File: src/rtl/vra_pkg.sv
// Package for the value rank assigner.
// Holds the field widths and default sizing shared by the store and the top level.
// No dependencies.
`default_nettype none

package vra_pkg;

  localparam int VALUE_W       = 32;
  localparam int POS_W         = 6;
  localparam int RANK_W        = 6;
  localparam int OUT_TDATA_W   = 16;
  localparam int MAX_ITEMS_DEF = 64;

endpackage

`default_nettype wire

File: src/rtl/value_rank_assigner.sv
// Value rank assigner: ranks a list of signed values, smallest first.
// Depends on vra_pkg and vra_store.
//
// Usage: the slave channel takes one signed 32-bit value per transaction in
// s_tdata, with s_tlast marking the final value of a list. Up to MAX_ITEMS
// values are kept; further values are dropped and the overflow flag is set.
// Loading takes one value per cycle.
// After the last transaction the block ranks each stored element in input
// order. For every element it reads the element once and then scans the
// whole store through the second read port of the memory, one comparison a
// cycle, and then hands the rank to the output register.
// Each result leaves through an output register on the master channel:
// position and rank in m_tdata, m_tlast on the last element, m_tuser as the
// overflow flag. Equal values give the earlier element the higher rank.
// s_tready is low while a list is being ranked. When the receiver stalls,
// the result is held and ranking pauses until it is taken; a new list may
// be loaded while the final result still waits.
// Reset empties the list and clears m_tvalid, not the output data; no clearing pass.
`default_nettype none

module value_rank_assigner #(
  parameter int MAX_ITEMS = vra_pkg::MAX_ITEMS_DEF
) (
  input  wire logic                            clk,
  input  wire logic                            rst,
  input  wire logic                            s_tvalid,
  output      logic                            s_tready,
  input  wire logic [vra_pkg::VALUE_W-1:0]     s_tdata,   // [31:0] value
  input  wire logic                            s_tlast,   // last
  output      logic                            m_tvalid,
  input  wire logic                            m_tready,
  output      logic [vra_pkg::OUT_TDATA_W-1:0] m_tdata,   // [5:0] position, [11:6] rank
  output      logic                            m_tlast,   // final_res
  output      logic                            m_tuser    // overflow
);

  localparam int IDX_W = $clog2(MAX_ITEMS);
  localparam int CNT_W = $clog2(MAX_ITEMS + 1);

  typedef enum logic [1:0] {
    ST_LOAD,
    ST_SETUP,
    ST_SCAN,
    ST_EMIT
  } state_t;

  state_t                             state;
  logic [CNT_W-1:0]                   count;
  logic                               ovf;
  logic [IDX_W-1:0]                   idx_i;
  logic [IDX_W-1:0]                   idx_j;
  logic [CNT_W-1:0]                   rank;
  logic [CNT_W-1:0]                   rank_next;
  logic                               in_fire;
  logic                               has_room;
  logic                               hit;
  logic                               j_last;
  logic                               i_last;
  logic                               emit_go;
  logic [IDX_W-1:0]                   rd_addr_b;
  logic signed [vra_pkg::VALUE_W-1:0] elem_i;
  logic signed [vra_pkg::VALUE_W-1:0] elem_j;

  assign s_tready = (state == ST_LOAD);
  assign in_fire  = s_tvalid && s_tready;
  assign has_room = (count < CNT_W'(MAX_ITEMS));
  assign emit_go  = (state == ST_EMIT) && (!m_tvalid || m_tready);

  // Port A holds the element being ranked; port B sweeps the store.
  assign rd_addr_b = (state == ST_SETUP) ? '0 : IDX_W'(idx_j + 1'b1);

  vra_store #(
    .DEPTH (MAX_ITEMS),
    .IDX_W (IDX_W)
  ) u_store (
    .clk       (clk),
    .wr_en     (in_fire && has_room),
    .wr_addr   (count[IDX_W-1:0]),
    .wr_data   (s_tdata),
    .rd_addr_a (idx_i),
    .rd_data_a (elem_i),
    .rd_addr_b (rd_addr_b),
    .rd_data_b (elem_j)
  );

  assign hit       = (elem_j < elem_i) || ((elem_j == elem_i) && (idx_j > idx_i));
  assign rank_next = rank + CNT_W'(hit);
  assign j_last    = (CNT_W'(idx_j) + CNT_W'(1) == count);
  assign i_last    = (CNT_W'(idx_i) + CNT_W'(1) == count);

  always_ff @(posedge clk) begin
    if (rst) begin
      state    <= ST_LOAD;
      count    <= '0;
      ovf      <= 1'b0;
      idx_i    <= '0;
      idx_j    <= '0;
      rank     <= '0;
      m_tvalid <= 1'b0;
    end else begin
      if (emit_go) begin
        m_tvalid <= 1'b1;
      end else if (m_tready) begin
        m_tvalid <= 1'b0;
      end
      unique case (state)
        ST_LOAD: begin
          if (in_fire) begin
            if (has_room) begin
              count <= count + CNT_W'(1);
            end else begin
              ovf <= 1'b1;
            end
            if (s_tlast) begin
              idx_i <= '0;
              state <= ST_SETUP;
            end
          end
        end
        ST_SETUP: begin
          idx_j <= '0;
          rank  <= '0;
          state <= ST_SCAN;
        end
        ST_SCAN: begin
          rank <= rank_next;
          if (j_last) begin
            state <= ST_EMIT;
          end else begin
            idx_j <= idx_j + 1'b1;
          end
        end
        ST_EMIT: begin
          if (emit_go) begin
            m_tdata  <= {(vra_pkg::OUT_TDATA_W - vra_pkg::POS_W - vra_pkg::RANK_W)'(0),
                         vra_pkg::RANK_W'(rank), vra_pkg::POS_W'(idx_i)};
            m_tlast  <= i_last;
            m_tuser  <= ovf;
            if (i_last) begin
              count <= '0;
              ovf   <= 1'b0;
              state <= ST_LOAD;
            end else begin
              idx_i <= idx_i + 1'b1;
              state <= ST_SETUP;
            end
          end
        end
        default: state <= ST_LOAD;
      endcase
    end
  end

  a_count_bound: assert property (@(posedge clk) disable iff (rst)
    count <= CNT_W'(MAX_ITEMS))
    else $error("element count exceeds capacity");

  a_scan_in_list: assert property (@(posedge clk) disable iff (rst)
    (state == ST_SCAN) |-> (CNT_W'(idx_j) < count) && (CNT_W'(idx_i) < count))
    else $error("scan index outside the stored list");

  a_rank_bound: assert property (@(posedge clk) disable iff (rst)
    (state == ST_EMIT) |-> (rank < count))
    else $error("rank not below element count");

  a_no_load_while_ranking: assert property (@(posedge clk) disable iff (rst)
    (state == ST_SCAN) |=> (state == ST_SCAN) || (state == ST_EMIT))
    else $error("scan left without reaching emit");

endmodule

`default_nettype wire

File: src/rtl/vra_store.sv
// Element store of the value rank assigner: one write port and two read ports.
// Both reads are registered, so data appears in the cycle after the address.
// Depends on vra_pkg for the element width.
`default_nettype none

module vra_store #(
  parameter int DEPTH = vra_pkg::MAX_ITEMS_DEF,
  parameter int IDX_W = $clog2(DEPTH)
) (
  input  wire logic                              clk,
  input  wire logic                              wr_en,
  input  wire logic [IDX_W-1:0]                  wr_addr,
  input  wire logic signed [vra_pkg::VALUE_W-1:0] wr_data,
  input  wire logic [IDX_W-1:0]                  rd_addr_a,
  output      logic signed [vra_pkg::VALUE_W-1:0] rd_data_a,
  input  wire logic [IDX_W-1:0]                  rd_addr_b,
  output      logic signed [vra_pkg::VALUE_W-1:0] rd_data_b
);

  logic signed [vra_pkg::VALUE_W-1:0] mem [DEPTH];

  always_ff @(posedge clk) begin
    if (wr_en) begin
      mem[wr_addr] <= wr_data;
    end
  end

  always_ff @(posedge clk) begin
    rd_data_a <= mem[rd_addr_a];
    rd_data_b <= mem[rd_addr_b];
  end

endmodule

`default_nettype wire

File: config.mk
export PLATFORM = sky130hd
export DESIGN_NAME = value_rank_assigner
export DESIGN_NICKNAME = d
export VERILOG_FILES = /design/src/rtl/vra_pkg.sv /design/src/rtl/value_rank_assigner.sv /design/src/rtl/vra_store.sv
export SDC_FILE = /design/constraint.sdc
export NUM_CORES = 2
export LEC_CHECK = 0
export BUFFER_PORTS_ARGS = -buffer_cell sky130_fd_sc_hd__buf_2
export CAP_MARGIN = 10
export CORE_ASPECT_RATIO = 1.75
export CORE_UTILIZATION = 45
export CTS_BUF_LIST = sky130_fd_sc_hd__clkbuf_2
export DETAILED_ROUTE_END_ITERATION = 7
export MAX_ROUTING_LAYER = met4
export PLACE_DENSITY = 0.71
export SKIP_LAST_GASP = 1
export SYNTH_ARGS = -nofsm -noshare
export SYNTH_HDL_FRONTEND = slang
export SYNTH_SLANG_ARGS = --single-unit
export TNS_END_PERCENT = 1
File: constraint.sdc
create_clock -name clk -period 6.7 [get_ports clk]
set_clock_uncertainty 0.1 [all_clocks]
set_input_delay 0.67 -clock clk [delete_from_list [all_inputs] [get_ports clk]]
set_output_delay 0.67 -clock clk [all_outputs]
set_load 0.05 [all_outputs]
# After elaboration in Yosys (flattened, before gate mapping)
# Memory sizes are Yosys's and may differ from the RTL's. A register that Yosys moved wholly into a read port is not among the register bits.
# Cells that the tools add are included.
word_totals:
  ramBits: 2048
  elab_cells: 82
  inputBits: 37
  output_inout_bits: 20
  n_memories: 1
  ff_bits: 44
classes:
  n_reduce_logical: 17
  n_mux: 29
  n_lt_le_gt_ge: 3
  eq_ne: 15
  bitwise_logic: 1
  add_sub_neg: 6
memory_table:
  columns: ["name", "words", "width", "rd", "rd_clocked_by_memory_dff", "write_ports", "line", "text"]
  rows:
  - ["u_store.mem", 64, 32, 2, 2, 1, "vra_store.sv:20", "logic signed [vra_pkg::VALUE_W-1:0] mem [DEPTH];"]
op_table:
  columns: ["cell", "n"]
  rows:
  - ["6-bit two-way mux", 6]
  - ["32-bit == test", 1]
  - ["32-bit less-than comparator", 1]
  - ["7-bit two-way mux", 4]
  - ["7-bit case mux with 2 select lines", 2]
  - ["6-bit case mux with 2 select lines", 2]
  - ["5-bit AND reduction", 3]
  - ["6-bit by 1-bit adder with 7-bit output (second input constant)", 2]
  - ["7-bit == test", 2]
  - ["6-bit by 1-bit adder with 6-bit output (second input constant)", 2]
  - ["2-bit inequality test (second input constant)", 6]
  - ["1-bit two-way mux", 9]
  - ["2-bit two-way mux", 4]
  - ["2-bit case mux with 4 select lines", 1]
  - ["7-bit by 1-bit adder with 7-bit output", 1]
  - ["7-bit by 1-bit adder with 7-bit output (second input constant)", 1]
  - ["7-bit less-than comparator (second input constant)", 1]
  - ["6-bit greater-than comparator", 1]
  - ["2-bit by 1-bit inequality test with 1-bit output (second input constant)", 3]
  - ["2-bit nonzero test", 3]
  - ["2-bit == test (second input constant)", 2]
  - ["1-bit logical AND", 4]
  - ["4-bit AND reduction", 1]
  - ["3-bit AND reduction", 1]
  - ["7 further kinds", 8]

# Logic depth before layout (Yosys ltp)
depth:
  depth_word: 5
  depth_mapped: 16
  ltp_nobuf: 14

# Modules after synthesis
# A second synthesis with hierarchy kept.
unflattened:
  cells_unflattened: 4814
  area_unflattened_um2: 99122.6
modules_own_cells:
  columns: ["mod", "cells_per_inst", "seq_area_each_um2", "area_per_inst_um2", "instances"]
  rows:
  - ["vra_store", 4412, 62780.2, 95660.5, 1]
  - ["value_rank_assigner", 402, 1001.0, 3462.1, 1]

# Worst setup path before layout
# Ideal clock, no wire load.
synth_timing:
  kind: "flip-flop to flip-flop"
  startpoint: "reg state[0]"
  endpoint: "mem u_store.mem[27][0] (netlist name), enable pin"
  setup_slack_ns: 2.864
  stages_incl_launch_ff: 8
  synth_period_minus_slack_ns: 3.836
  required_ns: 6.179
  t_arrival_ns: 3.315
  path_buffers: 1
  setup_ns: 0.421
  path_cell_list: "dfxtp_1 > inv_1 > ha_1 > clkbuf_1 > nand2_1 > nor3_1 > nand3_1 > nor2_1"
synth_via:
  elab_chain_cells: 5
synth_rtl:
  columns: ["element", "line", "text"]
  rows:
  - ["start: declaration", "value_rank_assigner.sv:47", "state_t state;"]
  - ["start signal: assignment", "value_rank_assigner.sv:93", "state <= ST_LOAD;"]
  - ["start signal: assignment", "value_rank_assigner.sv:116", "state <= ST_SETUP;"]
  - ["start signal: assignment", "value_rank_assigner.sv:123", "state <= ST_SCAN;"]
  - ["2-bit logical NOT", "value_rank_assigner.sv:64", "assign s_tready = (state == ST_LOAD);"]
  - ["named net s_tready", "value_rank_assigner.sv:27", "output logic s_tready,"]
  - ["1-bit logical AND", "value_rank_assigner.sv:65", "assign in_fire = s_tvalid && s_tready;"]
  - ["1-bit logical AND", "value_rank_assigner.sv:77", ".wr_en (in_fire && has_room),"]
  - ["1-bit two-way mux", "vra_store.sv:23", "if (wr_en) begin"]
  - ["1-bit two-way mux (not written as such)", "vra_store.sv:24", "mem[wr_addr] <= wr_data;"]
  - ["end: declaration", "vra_store.sv:20", null]
# The timed path passes the listed nets, and every way through them passes these cells.

# Worst setup path in the final report
layout_timing:
  startpoint: "reg idx_j[0]"
  endpoint: "reg u_store.rd_data_b[31] (netlist name) (read register of u_store.mem)"
layout_via:
  elab_chain_cells: 2
layout_rtl:
  columns: ["element", "line", "text"]
  rows:
  - ["start: declaration", "value_rank_assigner.sv:51", "logic [IDX_W-1:0] idx_j;"]
  - ["start signal: assignment", "value_rank_assigner.sv:130", "idx_j <= idx_j + 1'b1;"]
  - ["6-bit by 1-bit adder with 6-bit output", "value_rank_assigner.sv:70", "assign rd_addr_b = (state == ST_SETUP) ? '0 : IDX_W'(idx_j + 1'b1);"]
  - ["6-bit two-way mux", "value_rank_assigner.sv:70", null]
  - ["end: declaration", "vra_store.sv:17", "output logic signed [vra_pkg::VALUE_W-1:0] rd_data_b"]
# No other way between the ends.
# A chain may end at the register's enable or synchronous reset.

==> summary.txt <==
Proportion of layout cells with a drive suffix above 1 = 25.2%
Buf/Inv on CP = 3
Post-synthesis adder-cell area fraction = 0.598%
Routed Antenna Nets = 0
CORE AREA = 222000 µm²
Sequential share of power = 48.6%
Slowest-stage cell, CP = dfxtp_4
Fmax = 203 MHz
Top cells by area, synth = edfxtp_1 (62%), mux4_2 (16%), nand2_1 (2.3%)
Main synth FF type = edfxtp_1
Synthesized instance count = 6434
Die width = 359 µm
Drt pass-1 iters = 7
Distinct cell type count after synthesis = 67
H-tree Lvls = 5
Final worst setup slack = 1770 ps
Highest Signal Layer = met4
Max_slew headroom = 12.2%
CTS tree = yes
Grt ovf = 0
Fin Hold WS = -62.2 ps
Final setup fails = 0
Die Area = 225000 µm²
Net Sw Frac = 34.8%
Synth Area in XOR/XNOR = 0.235%
Largest net degree at the start of global routing = 135
Yosys top cell by area = edfxtp_1
Synth Cell Area = 100000 µm²
Worst EP required = 8280 ps
Residual DRC = 0
CP top delay family = compound AO/OA/AOI/OAI gates
CTS clk-pin slew, worst paths = 130 ps
Root Buffer = clkbuf_2
Simple-gate share of the synthesized area = 5.44%
Period utilisation layout = 73.6%
Mapped Avg Cell Area = 15.6 µm²
Post-route met1 wirelength = 105000 µm
Crit path max fanout = 117
Worst Path Arrival = 6510 ps
Final Hold Fails = 43
Combinational family with the most area after synthesis = multiplexers
Proportion of netlist area held by the largest area contributor = 61.7%
Clk sinks = 2155
Post-synth top cells = edfxtp_1 (2062), mux4_2 (703), nand2_1 (604)
Ys Warns = 0
Final min period = 4930 ps
Number of fill cells = 18200
Failing checks = hold timing
Port-buffer cells = 52
CTS buffer count = 439
Multiplexer area fraction after synthesis = 18.1%
DP Worst Slack = 2100 ps
GR Util All Layers = 30.0%
DRT iter0 DRCs = 11000
Pleak = 33.6 nW
Async SR Flop Fraction = 0%
Sw power = 11.0 mW
Initial Util = 45.2%
Design internal power = 20.5 mW
Final WL = 336000 µm
Result of the run = complete, but fails checks
# IOs = 57
TNS Setup = 0 ps
Nets = 6662
Final Wtd Congestion = 0.924
DR WL/cell = 34.1 µm
Hold WC Path Type = in -> reg
Critical path class = reg -> reg
First-pass GRT wire length = 476000 µm
PwrDens = 289 nW/µm²
Die H = 627 µm
DR vias = 69800
Clock share of power = 25.5%
Peak supply drop = 0.000411 V
Non-Filler Instances = 9863
Initial antenna violation count = 33
Met2 Routed Length = 162000 µm
Vias in the first global route = 69000
Combinational Power Share = 25.9%
Compound-Gate Fraction of Synth Area = 9.50%
Area grow syn2layout = 8.56%
Critical Path, Cell by Cell = buf_12, inv_8, nand2_4, buf_4, o221ai_1, a31oi_1, a211oi_1, o32ai_1, a31o_1
Synth Register Bits = 2155
Crit-path max cell delay = 860 ps
Post-synth EDFFs = 2062
Part of the Yosys area used for sequential elements = 63.5%
Placed insts = 8972
Unrepaired setup endpoints after global routing = no
Clock latency at the later pin of the worst-skew pair = 1880 ps
Worst slew pin tran = 1320 ps
Setup bufs post-CTS = 0
Met3 Routed Length = 41000 µm
Startpoint types = register
Slew Limit Fails = 0
Via density per instance = 7.08
Row count = 229
Worst Setup End Kind = register
Max_cap viols = 0
Post-DP HPWL = 196000 µm
Max Buffers Root-to-Sink = 4
Most frequent cell after synthesis = edfxtp_1
[layout make-up]
type / instances / area, µm² / share of cell area (%)
clock buffer: 631 / 3160 / 2.90
inverter: 84 / 334 / 0.306
clock inverter: 179 / 892 / 0.818
timing repair buffer: 276 / 2490 / 2.29
sequential: 2155 / 63800 / 58.5
antenna: 30 / 75.1 / 0.0689
multi-input combinational: 3621 / 34700 / 31.8
tap: 2887 / 3610 / 3.31
[final timing paths]
check / from / end / slack, ps / cells past startpoint
worst max-delay path: idx_j[0]$_SDFFE_PP0P_ / u_store.rd_data_b[31]$_DFF_P_ / 1770 / 9
worst min-delay path: s_tdata[26] / u_store.mem[32][26]$_DFFE_PP_ / -60 / 2
worst max register to register: idx_j[0]$_SDFFE_PP0P_ / u_store.rd_data_b[31]$_DFF_P_ / 1770 / 9
worst min register to register: rank[5]$_SDFFE_PP0P_ / m_tdata[11]$_DFFE_PP_ / 360 / 0
[sequential cells by signal (all words and copies together), names as in the netlist]
register and flops:
u_store.mem 2048, u_store.rd_data_a 32, u_store.rd_data_b 32, m_tdata 12, count 7, idx_i 6
idx_j 6, rank 6, state 2, m_tlast 1, m_tuser 1, m_tvalid 1
ovf 1
[cells in the final DEF, fill, tap and decap left out, drive strengths merged, types with 91 or more instances in the layout]
| cell type | Yosys | layout |
|---|---|---|
| dfxtp | 93 | 93 |
| o21ai | 181 | 181 |
| buf | 152 | 229 |
| edfxtp | 2062 | 2062 |
| nor2 | 291 | 291 |
| nand3 | 174 | 174 |
| o221ai | 164 | 164 |
| o22ai | 124 | 124 |
| a21oi | 164 | 164 |
| inv | 84 | 91 |
| a31oi | 193 | 193 |
| mux2i | 195 | 195 |
| or3 | 100 | 100 |
| clkbuf | 425 | 631 |
| clkinv | 0 | 165 |
| o211ai | 161 | 161 |
| mux4 | 703 | 703 |
| nand2 | 604 | 604 |
[power by group through the flow]
stage / Combinational, mW / Clock (mW) / Sequential (mW)
floorplan: 4.98 / 0 / 15.4
global placement: 7.70 / 0 / 15.6
detailed placement: 7.82 / 0 / 15.6
CTS: 7.89 / 8.04 / 15.3
global route: 8.44 / 8.61 / 15.3
finish: 8.16 / 8.03 / 15.3
[metrics by stage]
step	area (µm²)	utilization, %	power, mW
final	109000	49.1	31.5
after global routing	109000	49.1	32.4
after CTS	109000	49.0	31.2
after detailed placement	104000	47.0	23.4
after global placement	104000	47.0	23.3
after floorplan	100000	-	20.4
[kinds of logic (layout without fill, tap and decap cells)]
family	count (synthesis)	in the layout
fa+ha+maj	48	48
xor+xnor	21	21
compound gates	1354	1354
simple gates	1265	1265
flops	2155	2155
other cells	1	34
mux	929	929
buf+inv	661	1170
[routing by layer]
metal | global-route usage [%] | vias up
met5 | - | -
met4 | 21.9 | 0
met3 | 5.95 | 1575
met2 | 48.2 | 6341
met1 | 33.5 | 34800
li1 | - | 27100
[repair_timing]
| item | CTS | global route |
|---|---|---|
| gates resized for setup | 0 | 0 |
| hold buffers | 46 | 1 |
| endpoints found under the hold margin | 2137 | 5 |
(Power assumes the default switching activity.)
